### src/hdl/subset_sum_backtrack_search_core_macros.svh
// Assertion macros shared by the subset-sum search core.
`ifndef SUBSET_SUM_BACKTRACK_SEARCH_CORE_MACROS_SVH
`define SUBSET_SUM_BACKTRACK_SEARCH_CORE_MACROS_SVH

`ifndef SYNTH

// Check a condition at every clock edge outside reset.
`define SSBS_ASSERT(lbl, expr) \
    lbl: assert property (@(posedge clk) disable iff (!rst_n) (expr)) \
        else $error("assertion failed");

// Check that a trigger is followed by a condition in the next cycle.
`define SSBS_ASSERT_NEXT(lbl, pre, post) \
    lbl: assert property (@(posedge clk) disable iff (!rst_n) (pre) |=> (post)) \
        else $error("assertion failed");

`else

`define SSBS_ASSERT(lbl, expr)
`define SSBS_ASSERT_NEXT(lbl, pre, post)

`endif

`endif

### src/hdl/ssbs_pkg.sv
// Shared types and constants of the subset-sum search core.
`default_nettype none

package ssbs_pkg;

    localparam int SUM_BITS        = 20;
    localparam int COUNT_BITS      = 5;
    localparam int IDX_BITS        = 4;
    localparam int IN_WEIGHT_BITS  = 16;
    localparam int MASK_BITS       = 16;
    localparam int MAX_ITEMS_DEF   = 16;
    localparam int WEIGHT_BITS_DEF = 16;

    localparam logic [SUM_BITS-1:0]   TARGET_RESET = SUM_BITS'(52);
    localparam logic [COUNT_BITS-1:0] COUNT_RESET  = COUNT_BITS'(6);

    // configuration register indexes
    localparam logic CFG_TARGET = 1'b0;
    localparam logic CFG_COUNT  = 1'b1;

    typedef enum logic [1:0] {
        MODE_LOAD    = 2'd0,
        MODE_FIND    = 2'd1,
        MODE_RESTART = 2'd2
    } mode_t;

    typedef enum logic [2:0] {
        ST_IDLE,
        ST_SUM,
        ST_FIND_RD,
        ST_FIND_EV,
        ST_EMIT
    } state_t;

    typedef struct packed {
        logic                 valid;
        logic                 found;
        logic [MASK_BITS-1:0] mask;
        logic                 done;
    } rsp_t;

endpackage

`default_nettype wire

### src/hdl/ssbs_ram.sv
// Generic single-write, single-read RAM with registered read data.
`default_nettype none

module ssbs_ram #(
    parameter int WIDTH = 16,
    parameter int DEPTH = 16,
    localparam int AW   = $clog2(DEPTH)
) (
    input  wire logic             clk,
    input  wire logic             we,
    input  wire logic [AW-1:0]    waddr,
    input  wire logic [WIDTH-1:0] wdata,
    input  wire logic [AW-1:0]    raddr,
    output logic      [WIDTH-1:0] rdata
);

    logic [WIDTH-1:0] mem_reg [DEPTH];
    logic [WIDTH-1:0] rdata_reg;

    always_ff @(posedge clk)
    begin
        if (we)
        begin
            mem_reg[waddr] <= wdata;
        end
        rdata_reg <= mem_reg[raddr];
    end

    assign rdata = rdata_reg;

endmodule

`default_nettype wire

### src/hdl/ssbs_search.sv
// Backtracking sequencer and search state of the subset-sum core.
`default_nettype none
`include "subset_sum_backtrack_search_core_macros.svh"

module ssbs_search import ssbs_pkg::*; #(
    parameter int MAX_ITEMS   = MAX_ITEMS_DEF,
    parameter int WEIGHT_BITS = WEIGHT_BITS_DEF,
    localparam int AW         = $clog2(MAX_ITEMS)
) (
    input  wire logic                      clk,
    input  wire logic                      rst_n,
    input  wire logic                      req_valid,
    output logic                           req_stall,
    input  wire logic [1:0]                mode,
    input  wire logic [IDX_BITS-1:0]       item_index,
    input  wire logic [IN_WEIGHT_BITS-1:0] item_weight,
    input  wire logic [SUM_BITS-1:0]       target_sum,
    input  wire logic [COUNT_BITS-1:0]     item_count,
    output logic                           mem_we,
    output logic [AW-1:0]                  mem_waddr,
    output logic [WEIGHT_BITS-1:0]         mem_wdata,
    output logic [AW-1:0]                  mem_raddr,
    input  wire logic [WEIGHT_BITS-1:0]    mem_rdata,
    output rsp_t                           push,
    input  wire logic                      slot_free
);

    localparam int LW   = $clog2(MAX_ITEMS + 1);
    localparam int CMPW = ((WEIGHT_BITS > SUM_BITS) ? WEIGHT_BITS : SUM_BITS) + 1;
    localparam logic [COUNT_BITS:0]    MAX_CNT = (COUNT_BITS + 1)'(MAX_ITEMS);
    localparam logic [MAX_ITEMS-1:0]   ONE_BIT = MAX_ITEMS'(1);

    state_t                 state_reg, state_next;
    logic [SUM_BITS-1:0]    cur_reg, cur_next;
    logic [SUM_BITS-1:0]    rem_reg, rem_next;
    logic [MAX_ITEMS-1:0]   include_reg, include_next;
    logic [MAX_ITEMS-1:0]   tried_reg, tried_next;
    logic [LW-1:0]          level_reg, level_next;
    logic [LW-1:0]          active_reg, active_next;
    logic [LW-1:0]          sum_idx_reg, sum_idx_next;
    logic                   sum_vld_reg, sum_vld_next;
    logic                   running_reg, running_next;
    logic                   vp_reg, vp_next;
    logic                   found_reg, found_next;

    logic                   accept;
    mode_t                  req_mode;
    logic [LW-1:0]          clamped_count;
    logic [LW-1:0]          lvl_dec;
    logic [AW-1:0]          k_visit;
    logic [AW-1:0]          k_back;
    logic [SUM_BITS-1:0]    w_sum;
    logic [SUM_BITS:0]      reach_sum;
    logic [CMPW-1:0]        fit_sum;
    logic                   hit;
    logic                   promising;
    logic                   emit_now;

    assign accept   = req_valid && !req_stall;
    assign req_mode = mode_t'(mode);

    // clamp the item count to the store depth
    assign clamped_count = ({1'b0, item_count} > MAX_CNT) ? LW'(MAX_ITEMS)
                                                          : LW'(item_count);

    assign lvl_dec   = level_reg - LW'(1);
    assign k_visit   = level_reg[AW-1:0];
    assign k_back    = lvl_dec[AW-1:0];
    assign w_sum     = SUM_BITS'(mem_rdata);
    assign reach_sum = {1'b0, cur_reg} + {1'b0, rem_reg};
    assign fit_sum   = CMPW'(cur_reg) + CMPW'(mem_rdata);
    assign hit       = (cur_reg == target_sum);
    assign promising = (reach_sum >= {1'b0, target_sum})
                       && (hit || ((level_reg < active_reg)
                                   && (fit_sum <= CMPW'(target_sum))));
    assign emit_now  = vp_reg ? (promising && hit) : (level_reg == '0);

    // next state
    always_comb
    begin
        state_next = state_reg;
        case (state_reg)
            ST_IDLE:
            begin
                if (accept)
                begin
                    case (req_mode)
                        MODE_FIND:    state_next = running_reg ? ST_FIND_RD : ST_EMIT;
                        MODE_RESTART: state_next = ST_SUM;
                        default:      state_next = ST_IDLE;
                    endcase
                end
            end
            ST_SUM:
            begin
                if (!sum_vld_reg && (sum_idx_reg >= active_reg))
                begin
                    state_next = ST_IDLE;
                end
            end
            ST_FIND_RD: state_next = ST_FIND_EV;
            ST_FIND_EV: state_next = emit_now ? ST_EMIT : ST_FIND_RD;
            ST_EMIT:
            begin
                if (slot_free)
                begin
                    state_next = ST_IDLE;
                end
            end
            default:    state_next = ST_IDLE;
        endcase
    end

    // outputs of the sequencer
    always_comb
    begin
        req_stall  = (state_reg != ST_IDLE);
        mem_we     = (state_reg == ST_IDLE) && accept && (req_mode == MODE_LOAD)
                     && (int'(item_index) < MAX_ITEMS);
        mem_waddr  = AW'(item_index);
        mem_wdata  = WEIGHT_BITS'(item_weight);
        case (state_reg)
            ST_SUM:     mem_raddr = sum_idx_reg[AW-1:0];
            ST_FIND_RD: mem_raddr = vp_reg ? k_visit : k_back;
            default:    mem_raddr = '0;
        endcase
        push.valid = (state_reg == ST_EMIT);
        push.found = found_reg;
        push.mask  = found_reg ? MASK_BITS'(include_reg) : '0;
        push.done  = !found_reg;
    end

    // search state update
    always_comb
    begin
        cur_next     = cur_reg;
        rem_next     = rem_reg;
        include_next = include_reg;
        tried_next   = tried_reg;
        level_next   = level_reg;
        active_next  = active_reg;
        sum_idx_next = sum_idx_reg;
        sum_vld_next = sum_vld_reg;
        running_next = running_reg;
        vp_next      = vp_reg;
        found_next   = found_reg;
        case (state_reg)
            ST_IDLE:
            begin
                if (accept && (req_mode == MODE_RESTART))
                begin
                    active_next  = clamped_count;
                    cur_next     = '0;
                    rem_next     = '0;
                    include_next = '0;
                    tried_next   = '0;
                    level_next   = '0;
                    sum_idx_next = '0;
                    sum_vld_next = 1'b0;
                    running_next = 1'b1;
                    vp_next      = 1'b1;
                end
                else if (accept && (req_mode == MODE_FIND) && !running_reg)
                begin
                    found_next = 1'b0;
                end
            end
            ST_SUM:
            begin
                // one read in flight; add the weight that came back
                if (sum_vld_reg)
                begin
                    rem_next = rem_reg + w_sum;
                end
                if (sum_idx_reg < active_reg)
                begin
                    sum_idx_next = sum_idx_reg + LW'(1);
                    sum_vld_next = 1'b1;
                end
                else
                begin
                    sum_vld_next = 1'b0;
                end
            end
            ST_FIND_EV:
            begin
                if (vp_reg)
                begin
                    vp_next = 1'b0;
                    if (promising && hit)
                    begin
                        found_next = 1'b1;
                    end
                    else if (promising)
                    begin
                        // descend with the item included
                        include_next = include_reg | (ONE_BIT << k_visit);
                        tried_next   = tried_reg & ~(ONE_BIT << k_visit);
                        cur_next     = cur_reg + w_sum;
                        rem_next     = rem_reg - w_sum;
                        level_next   = level_reg + LW'(1);
                        vp_next      = 1'b1;
                    end
                end
                else if (level_reg == '0)
                begin
                    running_next = 1'b0;
                    found_next   = 1'b0;
                end
                else if (!tried_reg[k_back])
                begin
                    // switch to the exclude branch
                    tried_next   = tried_reg | (ONE_BIT << k_back);
                    include_next = include_reg & ~(ONE_BIT << k_back);
                    cur_next     = cur_reg - w_sum;
                    vp_next      = 1'b1;
                end
                else
                begin
                    // both branches done: pop one level
                    tried_next   = tried_reg & ~(ONE_BIT << k_back);
                    include_next = include_reg & ~(ONE_BIT << k_back);
                    rem_next     = rem_reg + w_sum;
                    level_next   = lvl_dec;
                end
            end
            default:
            begin
            end
        endcase
    end

    always_ff @(posedge clk or negedge rst_n)
    begin
        if (!rst_n)
        begin
            state_reg   <= ST_IDLE;
            cur_reg     <= '0;
            rem_reg     <= '0;
            include_reg <= '0;
            tried_reg   <= '0;
            level_reg   <= '0;
            active_reg  <= '0;
            sum_idx_reg <= '0;
            sum_vld_reg <= 1'b0;
            running_reg <= 1'b0;
            vp_reg      <= 1'b0;
            found_reg   <= 1'b0;
        end
        else
        begin
            state_reg   <= state_next;
            cur_reg     <= cur_next;
            rem_reg     <= rem_next;
            include_reg <= include_next;
            tried_reg   <= tried_next;
            level_reg   <= level_next;
            active_reg  <= active_next;
            sum_idx_reg <= sum_idx_next;
            sum_vld_reg <= sum_vld_next;
            running_reg <= running_next;
            vp_reg      <= vp_next;
            found_reg   <= found_next;
        end
    end

    `SSBS_ASSERT(a_level_bound, level_reg <= active_reg)
    `SSBS_ASSERT(a_masks_below_level, ((include_reg | tried_reg) >> level_reg) == '0)
    `SSBS_ASSERT(a_found_hits, !((state_reg == ST_EMIT) && found_reg) || hit)
    `SSBS_ASSERT_NEXT(a_restart_clears, accept && (req_mode == MODE_RESTART), (state_reg == ST_SUM) && (level_reg == '0) && (include_reg == '0))

endmodule

`default_nettype wire

### src/hdl/ssbs_out.sv
// Result holding register between the search sequencer and the result channel.
`default_nettype none
`include "subset_sum_backtrack_search_core_macros.svh"

module ssbs_out import ssbs_pkg::*; (
    input  wire logic                 clk,
    input  wire logic                 rst_n,
    input  wire rsp_t                 push,
    output logic                      slot_free,
    output logic                      rsp_valid,
    input  wire logic                 rsp_stall,
    output logic                      found,
    output logic [MASK_BITS-1:0]      subset_mask,
    output logic                      search_done
);

    logic                 valid_reg, valid_next;
    logic                 found_reg;
    logic [MASK_BITS-1:0] mask_reg;
    logic                 done_reg;
    logic                 load;

    assign slot_free = !valid_reg || !rsp_stall;
    assign load      = push.valid && slot_free;

    always_comb
    begin
        valid_next = valid_reg;
        if (load)
        begin
            valid_next = 1'b1;
        end
        else if (valid_reg && !rsp_stall)
        begin
            valid_next = 1'b0;
        end
    end

    always_ff @(posedge clk or negedge rst_n)
    begin
        if (!rst_n)
        begin
            valid_reg <= 1'b0;
        end
        else
        begin
            valid_reg <= valid_next;
        end
    end

    // hold the payload until the response is taken
    always_ff @(posedge clk)
    begin
        if (load)
        begin
            found_reg <= push.found;
            mask_reg  <= push.mask;
            done_reg  <= push.done;
        end
    end

    assign rsp_valid   = valid_reg;
    assign found       = found_reg;
    assign subset_mask = mask_reg;
    assign search_done = done_reg;

    `SSBS_ASSERT_NEXT(a_load_shows, load, valid_reg)
    `SSBS_ASSERT(a_found_or_done, !valid_reg || (found_reg != done_reg))
    `SSBS_ASSERT(a_mask_only_found, !valid_reg || found_reg || (mask_reg == '0))

endmodule

`default_nettype wire

### src/hdl/subset_sum_backtrack_search_core.sv
// Top level of the subset-sum backtracking search core.
// Depth-first subset-sum search over up to MAX_ITEMS weights held in a small
// synchronous RAM. A load request writes one weight. A restart request sweeps
// the first item_count weights through the RAM read port to form the
// remaining-weight total. A find request resumes the walk; each search step is
// one RAM read followed by one evaluate-and-update, so the length of a find
// depends on the weights and the target. One request is worked at a time; a
// finished result waits in an output register while the next request is taken.
// Weights should be loaded in nondecreasing order, and every position a search
// reaches must have been loaded. Configuration writes belong in idle periods;
// item_count is latched at restart and clamped to MAX_ITEMS.
`default_nettype none

module subset_sum_backtrack_search_core import ssbs_pkg::*; #(
    parameter int MAX_ITEMS   = MAX_ITEMS_DEF,
    parameter int WEIGHT_BITS = WEIGHT_BITS_DEF
) (
    input  wire logic                      clk,
    input  wire logic                      rst_n,
    input  wire logic                      cfg_we,
    input  wire logic                      cfg_index,
    input  wire logic [SUM_BITS-1:0]       cfg_data,
    input  wire logic                      req_valid,
    output logic                           req_stall,
    input  wire logic [1:0]                mode,
    input  wire logic [IDX_BITS-1:0]       item_index,
    input  wire logic [IN_WEIGHT_BITS-1:0] item_weight,
    output logic                           rsp_valid,
    input  wire logic                      rsp_stall,
    output logic                           found,
    output logic [MASK_BITS-1:0]           subset_mask,
    output logic                           search_done
);

    localparam int AW = $clog2(MAX_ITEMS);

    logic [SUM_BITS-1:0]   target_reg;
    logic [COUNT_BITS-1:0] count_reg;

    logic                   mem_we;
    logic [AW-1:0]          mem_waddr;
    logic [AW-1:0]          mem_raddr;
    logic [WEIGHT_BITS-1:0] mem_wdata;
    logic [WEIGHT_BITS-1:0] mem_rdata;
    rsp_t                   push;
    logic                   slot_free;

    always_ff @(posedge clk or negedge rst_n)
    begin
        if (!rst_n)
        begin
            target_reg <= TARGET_RESET;
            count_reg  <= COUNT_RESET;
        end
        else if (cfg_we)
        begin
            case (cfg_index)
                CFG_TARGET: target_reg <= cfg_data;
                CFG_COUNT:  count_reg  <= cfg_data[COUNT_BITS-1:0];
                default:
                begin
                end
            endcase
        end
    end

    ssbs_ram #(
        .WIDTH (WEIGHT_BITS),
        .DEPTH (MAX_ITEMS)
    ) u_weights (
        .clk   (clk),
        .we    (mem_we),
        .waddr (mem_waddr),
        .wdata (mem_wdata),
        .raddr (mem_raddr),
        .rdata (mem_rdata)
    );

    ssbs_search #(
        .MAX_ITEMS   (MAX_ITEMS),
        .WEIGHT_BITS (WEIGHT_BITS)
    ) u_search (
        .clk         (clk),
        .rst_n       (rst_n),
        .req_valid   (req_valid),
        .req_stall   (req_stall),
        .mode        (mode),
        .item_index  (item_index),
        .item_weight (item_weight),
        .target_sum  (target_reg),
        .item_count  (count_reg),
        .mem_we      (mem_we),
        .mem_waddr   (mem_waddr),
        .mem_wdata   (mem_wdata),
        .mem_raddr   (mem_raddr),
        .mem_rdata   (mem_rdata),
        .push        (push),
        .slot_free   (slot_free)
    );

    ssbs_out u_out (
        .clk         (clk),
        .rst_n       (rst_n),
        .push        (push),
        .slot_free   (slot_free),
        .rsp_valid   (rsp_valid),
        .rsp_stall   (rsp_stall),
        .found       (found),
        .subset_mask (subset_mask),
        .search_done (search_done)
    );

endmodule

`default_nettype wire
### config.mk
export PLATFORM = sky130hd
export DESIGN_NAME = subset_sum_backtrack_search_core
export DESIGN_NICKNAME = d
export VERILOG_FILES = /design/src/hdl/ssbs_pkg.sv /design/src/hdl/ssbs_ram.sv /design/src/hdl/ssbs_search.sv /design/src/hdl/ssbs_out.sv /design/src/hdl/subset_sum_backtrack_search_core.sv
export VERILOG_INCLUDE_DIRS = /design/src /design/src/hdl
export SDC_FILE = /design/constraint.sdc
export NUM_CORES = 1
export LEC_CHECK = 0
export ABC_AREA = 0
export BUFFER_PORTS_ARGS = -buffer_cell sky130_fd_sc_hd__buf_2
export CELL_PAD_IN_SITES_DETAIL_PLACEMENT = 0
export CELL_PAD_IN_SITES_GLOBAL_PLACEMENT = 1
export CORE_MARGIN = 5
export CORE_UTILIZATION = 50
export CTS_CLUSTER_DIAMETER = 80
export DETAILED_ROUTE_END_ITERATION = 10
export PLACE_DENSITY_LB_ADDON = 0.1
export SYNTH_ARGS = -nofsm -noshare
export SYNTH_HDL_FRONTEND = slang
export SYNTH_HIERARCHICAL = 1
export SYNTH_SLANG_ARGS = --single-unit
### constraint.sdc
create_clock -name clk -period 5.5 [get_ports clk]
set_clock_uncertainty 0.2 [all_clocks]
set_input_delay 1.375 -clock clk [delete_from_list [all_inputs] [get_ports clk]]
set_output_delay 1.375 -clock clk [all_outputs]
set_load 0.1 [all_outputs]
==> reports/metrics.cfg, run 1 <==
[clocking]
clk_pin_slew_ps=60
numCtsBuffers=46
ctsHoldBuffers=0
cts-htree-levels=2
cts_sinks=410
cts_tree=built
cts_buffer_depth=3
clk_latency_ps=590
root_buffer=clkbuf_16

[drt]
drt_iter0_markers=1238
vias=15567
drc_errors=0
ant_nets=0
firstDrtPassIters=5
vias_per_cell=5.95
wl_per_cell_um=22.2
wl_mm=58.1

[setup_path]
ff2ff_path_depth=22
path_class=flop to flop
crit_chain=ha_1, inv_1, fa_1, nand2b_4, a21oi_4, o211a_1, o21ai_1, a21oi_1, o21ai_0, nand2b_1, nand3_1, xnor2_1, ha_1, a211o_1, a2111oi_2, o211ai_1, a211o_1, a211oi_4, o211ai_1, buf_4, or4_1, nand3_1
reg2reg_from=u_search/cur_reg[0]
crit_family=compound AO/OA/AOI/OAI gates
cp_data_required_time_ps=5800
rrSetupSlack_ps=280
path_depth=22
worstPathArrival_ps=5520
worst-path-buf-inv=2
crit_start=u_search/cur_reg[0]
worstSetupEndpointType=flop
crit_fanout=4
critPathLaunchType=flop
reg2reg_to=u_search/cur_reg[19]
crit_slowest_cell=or4_1
cp-endpoint=u_search/cur_reg[19]
slowest_delay_ps=470

[yosys]
synth.distinct_cells=87
synth_area_leaders=edfxtp_1 (36%), dfrtp_1 (13%), ha_1 (8.1%)
synthArstFlopShare_pct=29.3
synth_warnings=6
synthesis.nets=2079
ys_seq_elements=410
synth.largest_area_cell=edfxtp_1
synth_area_um2=22600
postSynth.topFlopCell=edfxtp_1
seq_area_frac_synth_pct=51.1
syn_inst=1879
synth.avg_cell_area_um2=12.0
synth_top_area_share_pct=36.3
synth.most_common_cell=edfxtp_1
synth_common_cells=edfxtp_1 (274), nand2_1 (149), ha_1 (147), dfrtp_1 (115), a21oi_1 (112)
synth-edff-count=274

[sta]
setup_ws_ps=281
tightest_slew_ps=1130
drv_slew=0
max_freq_mhz=192
finalSetupTns_ps=0
final-hold-violation-count=0
max-slew-margin-rel_pct=23.8
min_period_ps=5220
final-setup-viol-count=0
post-route-period-util_pct=94.9

[floorplan]
num_rows=78
core_area_um2=45100
die_area_um2=49600
fp.dieH_um=223
die_w_um=223
io_pins=68
start_util_pct=50.2

[placed_design]
globalplace.congestion=0.869
dp_hpwl_mm=41.3
dpl_worst_slack_ps=144
port_buffers=67

[grt]
grt_usage_pct=23.1
grt_pass1_vias=15561
grt_pass1_wl_mm=89.6
grt_overflow_total=0
antenna_found_initial=4
grt_max_degree=77

[power_and_ir_drop]
peakVddDrop_v=0.000309
leakagePower_nw=10.3
p_per_area_nw_per_um2=485
p_total_mw=12.4

[min_path]
hp-class=flop to flop

[cells_and_area]
fin_nets=2178
antenna_cells=0
drive_above_1_share_pct=17.9
largest_reg_flops=256
area_growth_pct=12.9
utilization_pct=56.7

[status]
status=finished, final reports clean

[job]
drv_cap=0

## per-stage QoR
stage	cell area (µm²)	hold slack (ps)	std cells
after detailed placement	23900	295	2526
final	25600	310	2615
after global routing	25600	329	2615
after global placement	23900	286	2526
after floorplan	22600	252	1879
after CTS	25400	312	2611
## worst min-delay path by stage
stage	to	start	slack (ps)	cells after the start
floorplan	u_search/tried_reg[11]	u_search/tried_reg[11]	250	1
global placement	u_search/tried_reg[1]	u_search/tried_reg[1]	290	1
detailed placement	u_search/tried_reg[15]	u_search/tried_reg[15]	300	1
CTS	u_search/tried_reg[1]	u_search/tried_reg[1]	310	1
global route	u_search/tried_reg[15]	u_search/tried_reg[15]	330	1
finish	u_search/tried_reg[2]	u_search/tried_reg[2]	310	2
## power by group
part           switching, mW  internal, mW
combinational           3.08          2.23
clock                   1.28          1.84
sequential             0.410          3.56
## layout by cell type, fill, tap and decap left out, drive strengths merged, types with 6 or more instances in the layout
master	instances
nor4	15
o21bai	11
a31oi	34
mux2	28
ha	147
nor3	27
nand3b	8
o31ai	38
mux4	68
and2	25
clkbuf	61
nand4	10
a21oi	112
and3	10
o22ai	6
a22oi	36
dfxtp	16
a22o	10
nand2	149
inv	93
a211oi	20
or3	12
dfrtp	115
edfxtp	274
nand2b	22
nor2b	18
nor2	103
o211ai	9
o21a	17
clkinv	15
nand3	27
o21ai	100
xnor2	64
xor2	38
buf	144
a21o	26
## worst register-to-register path, delay by kind of cell (launching register included)
kind                     cells  cell delay (ps)
buffers and inverters        2              270
AO/OA/AOI/OAI               11             2310
AND/OR/NAND/NOR              5              970
XOR/XNOR                     1              160
flip-flops                   1              360
adder cells (fa/ha/maj)      3              870
## logic make-up (layout without fill, tap and decap cells)
| family | Yosys count | after routing | share of synthesized area [%] |
|---|---|---|---|
| mux | 98 | 98 | 8.74 |
| compound gates | 487 | 487 | 14.4 |
| xor+xnor | 102 | 102 | 3.95 |
| simple gates | 446 | 446 | 9.49 |
| fa+ha+maj | 152 | 152 | 8.57 |
| flops | 410 | 410 | 51.1 |
| buf+inv | 184 | 320 | 3.80 |
## layout make-up
type	instances	area, µm²
clock buffers	60	1230
clock inverters	25	300
fillers	3746	19500
inverters	90	338
multi-input cells	1285	10400
flip-flops and latches	410	11600
well taps	600	751
repair buffers	145	1000
## layer usage
| layer | GRT usage [%] | part of all wire (%) |
|---|---|---|
| met1 | 30.7 | 43 |
| met3 | 2.83 | 4.5 |
| met5 | 0 | 0 |
| met4 | 6.23 | 2.7 |
| met2 | 40.3 | 50 |
## repair_timing
item / 4_1_cts / 5_1_grt
resized for setup: 0 / 18
setup buffers: 0 / 2
setup endpoints to repair: 0 / 77
Power figures use the tool's default switching activity.
==> run 2, diff against run 1 <==
- RECOVER_POWER: default -> 100
==> reports/metrics.cfg, run 2 (same netlist as run 1, synthesis figures left out) <==
[power_and_ir_drop]
seqPwrFrac_pct=32.2  ; +0.2 points
p_sw_mw=4.75  ; -0.29%
peakVddDrop_v=0.000309  ; -0.10%
clkPwrFrac_pct=25.3  ; +0.2 points
p_total_mw=12.3  ; -0.54%
power_frac_comb_pct=42.5  ; -0.3 points
p_int_mw=7.58  ; -0.70%
leakagePower_nw=10.0  ; -2.9%
p_per_area_nw_per_um2=488  ; +0.56%
swShare_pct=38.5  ; +0.099 points

[floorplan]
start_util_pct=50.2  ; unchanged
die_area_um2=49600  ; unchanged
die_w_um=223  ; unchanged
fp.dieH_um=223  ; unchanged
io_pins=68  ; unchanged
core_area_um2=45100  ; unchanged
num_rows=78  ; unchanged

[drt]
drt_iter0_markers=1185  ; -4.3%
vias_per_cell=5.93  ; -0.43%
firstDrtPassIters=5  ; unchanged
drc_errors=0  ; unchanged
ant_nets=0  ; unchanged
wl_per_cell_um=22.2  ; -0.17%
wl_mm=58.0  ; -0.17%
vias=15500  ; -0.43%

[placed_design]
dpl_worst_slack_ps=144  ; unchanged
dp_hpwl_mm=41.3  ; unchanged
port_buffers=67  ; unchanged
dpl.cell_count=2526  ; unchanged
place_area_um2=23900  ; unchanged
globalplace.congestion=0.869  ; unchanged

[status]
status=complete, but fails checks
violations=max-capacitance violations, max-slew violations

[setup_path]
crit_fanout=4  ; unchanged
worstSetupEndpointType=flop
crit_slowest_cell=or4_1
critPathLaunchType=flop
cp_data_required_time_ps=5800  ; about the same
slowest_delay_ps=470  ; about the same
worstPathArrival_ps=5510  ; about the same
crit_chain=ha_1, inv_1, fa_1, nand2b_4, a21oi_4, o211a_1, o21ai_1, a21oi_1, o21ai_0, nand2b_1, nand3_1, xnor2_1, ha_1, a211o_1, a2111oi_2, o211ai_1, a211o_1, a211oi_4, o211ai_1, buf_4, or4_1, nand3_1
path_class=flop to flop

[clocking]
root_buffer=clkbuf_16
clk_latency_ps=590  ; about the same
numCtsBuffers=46  ; unchanged
cts-htree-levels=2  ; unchanged
cts_sinks=410  ; unchanged
clk_pin_slew_ps=60  ; about the same
cts_buffer_depth=3  ; unchanged
cts_tree=built
ctsHoldBuffers=0  ; unchanged

[sta]
max-slew-margin-rel_pct=-139  ; -160 points
min_period_ps=5210  ; -10.7 ps
setup_ws_ps=292  ; +10.7 ps
final-hold-violation-count=0  ; unchanged
drv_slew=117  ; +117
max_freq_mhz=192  ; +0.21%
post-route-period-util_pct=94.7  ; -0.19 points
finalSetupTns_ps=0  ; unchanged
tightest_slew_ps=3590  ; +2460 ps
final-setup-viol-count=0  ; unchanged
fin_hold_ws_ps=308  ; -2.20 ps

[cells_and_area]
area_growth_pct=11.6
antenna_cells=0  ; unchanged
final_cell_mix=edfxtp_1 (274), nand2_1 (149), ha_1 (147), dfrtp_1 (115), a21oi_1 (109)
instances_no_fill=2615  ; unchanged
utilization_pct=56.0  ; -0.62 points
final_common_cell=edfxtp_1
fin_nets=2178  ; unchanged
largest_reg_flops=256  ; unchanged
final_area_um2=25300  ; -1.1%
drive_above_1_share_pct=14.1  ; -3.8 points

[min_path]
hp-class=flop to flop

[grt]
grt_usage_pct=23.1  ; unchanged
grt_pass1_vias=15561  ; unchanged
antenna_found_initial=3  ; -1
grt_overflow_total=0  ; unchanged
grt_max_degree=77  ; unchanged
grt_pass1_wl_mm=89.6  ; unchanged

[job]
drv_cap=3  ; +3

## run 2: cell types whose count changed in the layout (fill, tap and decap cells not counted), sizes merged
cell         delta
dlygate4sd2     +1
clkbuf         +66
buf            -67
## run 2: path summary, 6_finish.rpt
path	to	slack [ps]	from	cells past startpoint
setup / recovery	u_search/cur_reg[19]	290	u_search/cur_reg[0]	22
hold / removal	u_search/tried_reg[2]	310	u_search/tried_reg[2]	2
setup reg to reg	u_search/cur_reg[19]	290	u_search/cur_reg[0]	22
hold reg to reg	u_search/tried_reg[2]	310	u_search/tried_reg[2]	2
max in group asynchronous	u_search/cur_reg[18]	950	rst_n	2
min in group asynchronous	u_search/rem_reg[2]	1980	rst_n	1
## run 2: final cells by class
cell class / count / area [µm²]
Clock inverter: 25 / 300
Clock buffer: 60 / 1230
Sequential cell: 410 / 11600
Inverter: 90 / 338
Multi-Input combinational cell: 1285 / 10200
Tap cell: 600 / 751
Fill cell: 3815 / 19800
Timing Repair Buffer: 145 / 846
## run 2: power by group through the flow
stage | clock [mW] | sequential, mW | combinational [mW]
floorplan | 0 | 3.85 | 3.88
global placement | 0 | 4.02 | 5.14
detailed placement | 0 | 4.03 | 5.18
CTS | 3.19 | 3.97 | 5.21
global route | 3.32 | 4.00 | 5.81
finish | 3.11 | 3.97 | 5.24
## run 2: what timing repair did
action / 4_1_cts / 5_1_grt
resized for setup: 0 / 18
setup endpoints to repair: 0 / 77
endpoints found under the hold margin: 0 / 0
setup buffers: 0 / 2
## run 2: layer usage
layer	GRT usage [%]	share of wire, %	vias to the layer above
li1	-	-	7330
met5	0	0	-
met2	40.3	50	391
met3	2.83	4.6	90
met1	30.7	43	7689
met4	6.23	2.7	0
## run 2: worst max-delay path: cells and delay by family, from the launching register on
family,cells,cell delay [ps]
buffers and inverters,2,270
flip-flops,1,360
AND/OR/NAND/NOR,5,970
XOR/XNOR,1,160
adder cells (fa/ha/maj),3,870
AO/OA/AOI/OAI,11,2300
==> run 3, diff against run 2 <==
- CELL_PAD_IN_SITES_DETAIL_PLACEMENT: 0 -> default
- CELL_PAD_IN_SITES_GLOBAL_PLACEMENT: 1 -> default
- PLACE_DENSITY: default -> 0.66
- PLACE_DENSITY_LB_ADDON: 0.1 -> default
==> reports/metrics.cfg, run 3 (same netlist as run 1, synthesis figures left out) <==
[grt]
antenna_found_initial=0  ; -3
grt_max_degree=64  ; -17%
grt_overflow_total=0  ; unchanged
grt_pass1_vias=15482  ; -0.51%
grt_pass1_wl_mm=88.1  ; -1.7%
grt_usage_pct=22.4  ; -0.71 points

[clocking]
cts_tree=built
ctsHoldBuffers=0  ; unchanged
clk_latency_ps=580  ; about the same
cts_sinks=410  ; unchanged
clk_pin_slew_ps=60  ; about the same
cts-htree-levels=2  ; unchanged
root_buffer=clkbuf_16
numCtsBuffers=44  ; -4.3%
cts_buffer_depth=3  ; unchanged

[placed_design]
port_buffers=67  ; unchanged
dpl.cell_count=2503  ; -0.91%
dp_hpwl_mm=40.3  ; -2.5%
place_area_um2=23700  ; -0.74%
globalplace.congestion=0.931  ; +7.1%
dpl_worst_slack_ps=-139  ; -283 ps

[setup_path]
crit_chain=ha_2, inv_1, fa_1, nand2b_4, a21oi_2, o211a_1, o21ai_2, a21oi_2, o21ai_0, nand2b_1, nand3_1, xnor2_1, ha_1, a211o_1, a2111oi_4, o211ai_1, a211o_1, a211oi_4, o211ai_1, buf_4, buf_6, o31ai_1
worstPathArrival_ps=5520  ; about the same
path_class=flop to flop
worst-path-buf-inv=3  ; +1
slowest_delay_ps=390  ; -80 ps
critPathLaunchType=flop
crit_slowest_cell=fa_1
ff2ff_path_depth=22  ; unchanged
cp_data_required_time_ps=5760  ; -40 ps
path_depth=22  ; unchanged
crit_fanout=10  ; +6
crit_family=compound AO/OA/AOI/OAI gates
worstSetupEndpointType=flop

[min_path]
whs_path_depth=1  ; -1
hp-class=flop to flop

[cells_and_area]
antenna_cells=0  ; unchanged
final_area_um2=25200  ; -0.33%
area_growth_pct=11.3
largest_reg_flops=256  ; unchanged
final_cell_mix=edfxtp_1 (274), nand2_1 (149), ha_1 (146), dfrtp_1 (115), a21oi_1 (108)
fin_nets=2158  ; -0.92%
final_common_cell=edfxtp_1
instances_no_fill=2590  ; -0.96%
drive_above_1_share_pct=13.6  ; -0.53 points

[floorplan]
start_util_pct=50.2  ; unchanged
die_w_um=223  ; unchanged
num_rows=78  ; unchanged
fp.dieH_um=223  ; unchanged
io_pins=68  ; unchanged
core_area_um2=45100  ; unchanged
die_area_um2=49600  ; unchanged

[drt]
wl_mm=57.4  ; -1.0%
vias=15514  ; +0.090%
drc_errors=0  ; unchanged
firstDrtPassIters=5  ; unchanged
drt_iter0_markers=1256  ; +6.0%
wl_per_cell_um=22.2  ; about the same
ant_nets=0  ; unchanged
vias_per_cell=5.99  ; +1.1%

[sta]
final-setup-viol-count=0  ; unchanged
post-route-period-util_pct=95.5  ; +0.81 points
max_freq_mhz=190  ; -0.84%
max-slew-margin-rel_pct=-136  ; +3.2 points
finalSetupTns_ps=0  ; unchanged
tightest_slew_ps=3540  ; -48.7 ps
setup_ws_ps=248  ; -44.3 ps
final-hold-violation-count=0  ; unchanged
min_period_ps=5250  ; +44.3 ps
drv_slew=142  ; +21%

[power_and_ir_drop]
leakagePower_nw=9.89  ; -1.1%
p_per_area_nw_per_um2=489  ; +0.20%
peakVddDrop_v=0.000321  ; +4.2%
p_total_mw=12.3  ; -0.12%

[status]
status=complete, but fails checks
violations=max-capacitance violations, max-slew violations

[job]
drv_cap=4  ; +1

[run 3: cell count changes in the layout (fill, tap and decap cells not counted), sizes merged]
cell,before,now
buf,77,66
dlygate4sd2,1,0
clkbuf,127,114
clkinvlp,2,5
inv,93,92
clkinv,15,11
bufinv,5,7
[run 3: stage by stage]
step	utilization, %	hold slack [ps]
after floorplan	-	252
after global placement	52.6	277
after detailed placement	52.6	293
after CTS	56.0	307
after global routing	55.9	324
final	55.9	309
[run 3: final cells by class]
| class | instances | area, µm² |
|---|---|---|
| fill | 3761 | 19900 |
| timing repair buffer | 127 | 743 |
| inverter | 90 | 338 |
| tap | 600 | 751 |
| sequential | 410 | 11600 |
| clock inverter | 25 | 358 |
| clock buffer | 53 | 1160 |
| multi-input combinational | 1285 | 10300 |
[run 3: final timing paths]
kind | from | endpoint | slack, ps
max in group asynchronous | rst_n | u_search/tried_reg[5] | 1290
min reg2reg | u_search/tried_reg[4] | u_search/tried_reg[4] | 310
min in group asynchronous | rst_n | target_reg[0] | 1820
min | u_search/tried_reg[4] | u_search/tried_reg[4] | 310
max | u_weights/rdata[0] | u_search/cur_reg[15] | 250
max reg2reg | u_weights/rdata[0] | u_search/cur_reg[15] | 250
[run 3: per-layer routing]
layer	vias to the layer above	wire length (µm)	track usage (%)
li1	7291	-	-
met1	7641	25300	30.9
met2	482	27600	36.9
met3	100	3080	3.42
met4	0	1510	6.72
met5	-	0	0
[run 3: report_power, final]
group | leakage, nW | switching, mW | internal, mW | total, mW
clock network | 0.725 | 1.24 | 1.85 | 3.09
registers | 4.20 | 0.431 | 3.56 | 3.99
logic | 4.97 | 3.06 | 2.17 | 5.23
[run 3: timing repair]
| action | 4_1_cts | 5_1_grt |
|---|---|---|
| buffers inserted | 0 | 4 |
| cloned | 0 | 5 |
| resized for setup | 2 | 30 |
| endpoints found under the setup margin | 45 | 79 |
| pin swaps | 0 | 8 |
